File: src/design/iirl_pkg.sv
// ----------------------------------------------------------------------------
// iirl_pkg: shared types and constants of the indexed insert/remove list
// Sizes of the list, operation and status codes, and the control word that
// the top level broadcasts to every cell.
// ----------------------------------------------------------------------------
package iirl_pkg;

    // list geometry
    localparam int CAPACITY   = 64;
    localparam int DATA_WIDTH = 32;
    localparam int IDX_W      = $clog2(CAPACITY);

    // fixed port widths
    localparam int MODE_W   = 3;
    localparam int POS_W    = 7;
    localparam int VALUE_W  = 32;
    localparam int STATUS_W = 2;
    localparam int CNT_W    = 7;

    // read-out tree: cells are or-ed in registered groups
    localparam int GROUP_SIZE = 8;
    localparam int NUM_GROUPS = (CAPACITY + GROUP_SIZE - 1) / GROUP_SIZE;

    typedef logic [DATA_WIDTH-1:0] word_t;

    typedef enum logic [MODE_W-1:0] {
        MODE_APPEND = 3'd0,
        MODE_INSERT = 3'd1,
        MODE_POP    = 3'd2,
        MODE_REMOVE = 3'd3,
        MODE_READ   = 3'd4
    } mode_t;

    typedef enum logic [STATUS_W-1:0] {
        ST_OK    = 2'd0,
        ST_RANGE = 2'd1,
        ST_EMPTY = 2'd2,
        ST_FULL  = 2'd3
    } status_t;

    // control word seen by every cell in the same cycle
    typedef struct packed {
        logic             ins;   // shift up at and above pos, write word at pos
        logic             rem;   // shift down at and above pos
        logic [IDX_W-1:0] pos;   // operation index, also the read select
        word_t            word;  // word to insert
    } cell_ctrl_t;

endpackage

File: src/design/iirl_cell.sv
// ----------------------------------------------------------------------------
// iirl_cell: one entry of the list
// Holds one word and, on an insert or remove, takes the word of its lower or
// upper neighbor, or the new word. Also drives its word onto the read-out
// tree when it is the selected index.
// ----------------------------------------------------------------------------
module iirl_cell (
    input  logic                          aclk,
    input  iirl_pkg::cell_ctrl_t          ctrl,
    input  logic [iirl_pkg::IDX_W-1:0]    cell_idx,
    input  iirl_pkg::word_t               lower_data,
    input  iirl_pkg::word_t               upper_data,
    output iirl_pkg::word_t               entry_data,
    output iirl_pkg::word_t               sel_data
);
    import iirl_pkg::*;

    word_t entry_reg;
    word_t entry_next;
    logic  at_pos;
    logic  above_pos;

    // position of this cell relative to the operation index
    assign at_pos    = (cell_idx == ctrl.pos);
    assign above_pos = (cell_idx > ctrl.pos);

    // next entry value
    always_comb begin
        entry_next = entry_reg;
        if (ctrl.ins) begin
            if (at_pos) begin
                entry_next = ctrl.word;
            end else if (above_pos) begin
                entry_next = lower_data;
            end
        end else if (ctrl.rem) begin
            if (at_pos || above_pos) begin
                entry_next = upper_data;
            end
        end
    end

    // entry storage, payload only
    always_ff @(posedge aclk) begin
        entry_reg <= entry_next;
    end

    assign entry_data = entry_reg;
    assign sel_data   = at_pos ? entry_reg : '0;

endmodule

File: config.mk
export PLATFORM = sky130hd
export DESIGN_NAME = iirl_cell
export DESIGN_NICKNAME = d
export VERILOG_FILES = /design/src/design/iirl_pkg.sv /design/src/design/iirl_cell.sv
export SDC_FILE = /design/constraint.sdc
export NUM_CORES = 1
export LEC_CHECK = 0
export BUFFER_PORTS_ARGS = -buffer_cell sky130_fd_sc_hd__buf_2
export CAP_MARGIN = 20
export CORE_ASPECT_RATIO = 1.25
export CORE_MARGIN = 3
export CORE_UTILIZATION = 35
export DETAILED_ROUTE_END_ITERATION = 10
export GPL_TIMING_DRIVEN = 1
export PLACE_DENSITY_LB_ADDON = 0.2
export SETUP_SLACK_MARGIN = 0.5
export SKIP_LAST_GASP = 1
export SYNTH_ARGS = -nofsm -noshare
export SYNTH_HDL_FRONTEND = slang
export SYNTH_SLANG_ARGS = --single-unit
export TNS_END_PERCENT = 5
File: constraint.sdc
create_clock -name aclk -period 4 [get_ports aclk]
set_input_delay 0.2 -clock aclk [delete_from_list [all_inputs] [get_ports aclk]]
set_output_delay 0.2 -clock aclk [all_outputs]
set_load 0.005 [all_outputs]
==> impl_results.md <==
* Yosys warnings at 0
* Root Buffer: clkbuf_8
* CTS tree: built
* Area grow syn2layout at 40.8%
* Pre-Repair DR Iteration Count at 4
* Port Buffer Count at about 170
* Mapped Nets at ~360
* Die width at ~80 µm
* CP startpoint kind: input pin
* DRT Wirelength at around 7 mm
* Total gr overflow at 0
* Critical path fanouts, max at 33
* Fmax achieved at 396 MHz
* Post-DP HPWL at 5.20 mm
* Non-Filler Instances at 489
* Crit end category: primary output
* Clk sink count at 32
* Peak supply drop at ~0.14 mV
* Top cells by area, synth: edfxtp_1, nand4_1, a31oi_1, and2_1, o21ai_0
* Share of the synthesized area in the top cell type at 0.426
* CP dominant cell by count: buf_2
* Asr flop ratio synth at 0
* Pwr per Cell Area at between 200 and 300 nW/µm²
* Diodes inserted at 0
* Routed vias at between 2000 and 2500
* Vias per cell at approximately 5.0
* Drt drc at 0
* Fin crit period at approximately 2.5 ns
* Setup Crit Path Kind: in -> out
* Clock buffer depth at 2
* Die ar. at 7440 µm²
* Max incr delay on CP at about 0.49 ns
* Worst Hold Class: in -> reg
* CP Cell Sequence: buf_2, inv_1, ha_1, buf_4, nand2_4, nor2_2, buf_8, and2_1, buf_2
* Post-CTS Setup Bufs at 0
* Placed insts at 480
* Hold depth at 3
* CP arrival at 2.33 ns
* Worst hold start: upper_data[11]
* Synth Instances at approximately 240
* Final WS setup at approximately 1.5 ns
* Antenna violations before repair at 0
* Cell Area, Synth at between 2000 and 2500 µm²
* Htree depth at 2
* Ys flop type: edfxtp_1
* Pint at about 670 µW
* Max reg flops at 32
* Run status: finished, final reports clean
* Psw at about 260 µW
* # resized after CTS at 0
* RSZ-0062 raised after global routing: false
* Sequential fraction of the synthesis area at 0.426
* RD Place Congestion at around 0.8
* Initial core utilization at 0.363
* CP Data Required Time at 3.80 ns
* Yosys top cell by area: edfxtp_1
* Final setup vio count at 0
* First-pass GRT wire length at 10.1 mm
* Crit path max-delay family: simple AND/OR/NAND/NOR gates
* Pleak at 1.48 nW
* Mean Syn Cell Area at approximately 9.2 µm²
* Post-synth cell types at 24
* Endpoint, Worst Hold: entry_data[11]$_DFFE_PP_
* # rows at 32
* Core ar. at around 6200 µm²
* Final TNS setup at 0 ns
* Largest net degree at the start of global routing at 65
* Vias in the first global route at about 2200
* Final net count at ~520
* EDFF count, synth at 32
* Flop and latch count out of synthesis at 32
* CP max stage cell: ha_1
* Measured slew at the worst slew-check pin at around 0.63 ns
* Die height at 95.7 µm
* IO Pins at 175
* Slew HR at 0.582
* Hold slack at ~0.27 ns
* Final Hold Vio Count at 0
* CTS Buf Count at 5
* Final worst path period share at 0.631
* Antenna-violating nets left at 0
* Sw frac at 0.282
* Slew Viols, Final at 0
* Commonest cells post-synth: nand4_1, nor2_1, a31oi_1, and2_1, edfxtp_1
* Tot GR Track Use at 0.174
* DP Worst Slack at between 1 and 1.5 ns
* Reg power frac at 0.494
* Clock transition at path regs at around 0.060 ns
* Routed WL per cell at about 14 µm
* Combinational share of power at 0.268
* Initial DRC Count at between 90 and 100
* Max Cap Viol at 0
* Cts hold-fix bufs at 0
* Layout cells sized above 1 at 0.470
* Clock share of power at 0.238
* CP bufs+invs at 5
[final cells by class]
type | instances | area [µm²]
clock buffers | 6 | 72.6
repair buffers | 181 | 951
clock inverters | 1 | 5.00
inverters | 6 | 22.5
flip-flops and latches | 32 | 961
fillers | 608 | 3030
well taps | 85 | 106
multi-input cells | 178 | 1050
[per-stage QoR]
stage	area [µm²]	power (mW)	utilization
2_1_floorplan	2250	0.593	-
3_3_place_gp	3050	0.707	0.492
3_5_place_dp	3050	0.710	0.492
4_1_cts	3130	0.931	0.504
5_1_grt	3170	0.982	0.511
6_report	3170	0.930	0.511
[worst min-delay path, cell delays in order]
cell and delay, ns:
buf_2 0.08, nor2_1 0.03, a31oi_1 0.12
[cell families after synthesis]
family | share of synthesized area
adders and majority gates | 0.0333
AOI/OAI and AO/OA | 0.172
DFF | 0.426
and+or+nand+nor | 0.254
buffers and inverters | 0.114
[per-layer routing]
metal / GRT usage / routed length, µm
met5: 0 / 0
met2: 0.311 / 3580
met1: 0.208 / 2810
met3: 0.0356 / 510
met4: 0.0593 / 96
[how the worst max path moves through the flow]
stage              from                  endpoint  slack [ns]  cells after the start
2_1_floorplan  ctrl[37]   entry_data[0]$_DFFE_PP_        0.79                      6
3_3_place_gp   ctrl[37]  entry_data[14]$_DFFE_PP_        1.16                      6
3_5_place_dp   ctrl[37]  entry_data[14]$_DFFE_PP_        1.11                      6
4_1_cts        ctrl[33]               sel_data[8]        1.16                      8
5_1_grt        ctrl[33]              sel_data[31]        1.28                      9
6_report       ctrl[33]              sel_data[27]        1.47                      9
[cells in the final DEF (no fill, tap or decap), drive strengths merged]
cell type,n
a31oi,32
a21oi,1
nand2,1
nor2,34
clkinv,1
nand4,33
buf,181
and4,1
nor2b,1
nand3,2
and2,32
o21ai,33
edfxtp,32
inv,6
clkbuf,6
a41oi,1
a21o,1
ha,6
[power groups by stage]
stage	clock network, mW	registers [mW]	logic [mW]
after floorplan	0	0.470	0.123
after global placement	0	0.466	0.241
after detailed placement	0	0.467	0.242
after CTS	0.227	0.461	0.243
after global routing	0.240	0.467	0.275
final	0.222	0.459	0.249
Note: power is estimated with default switching activity, not from simulation.
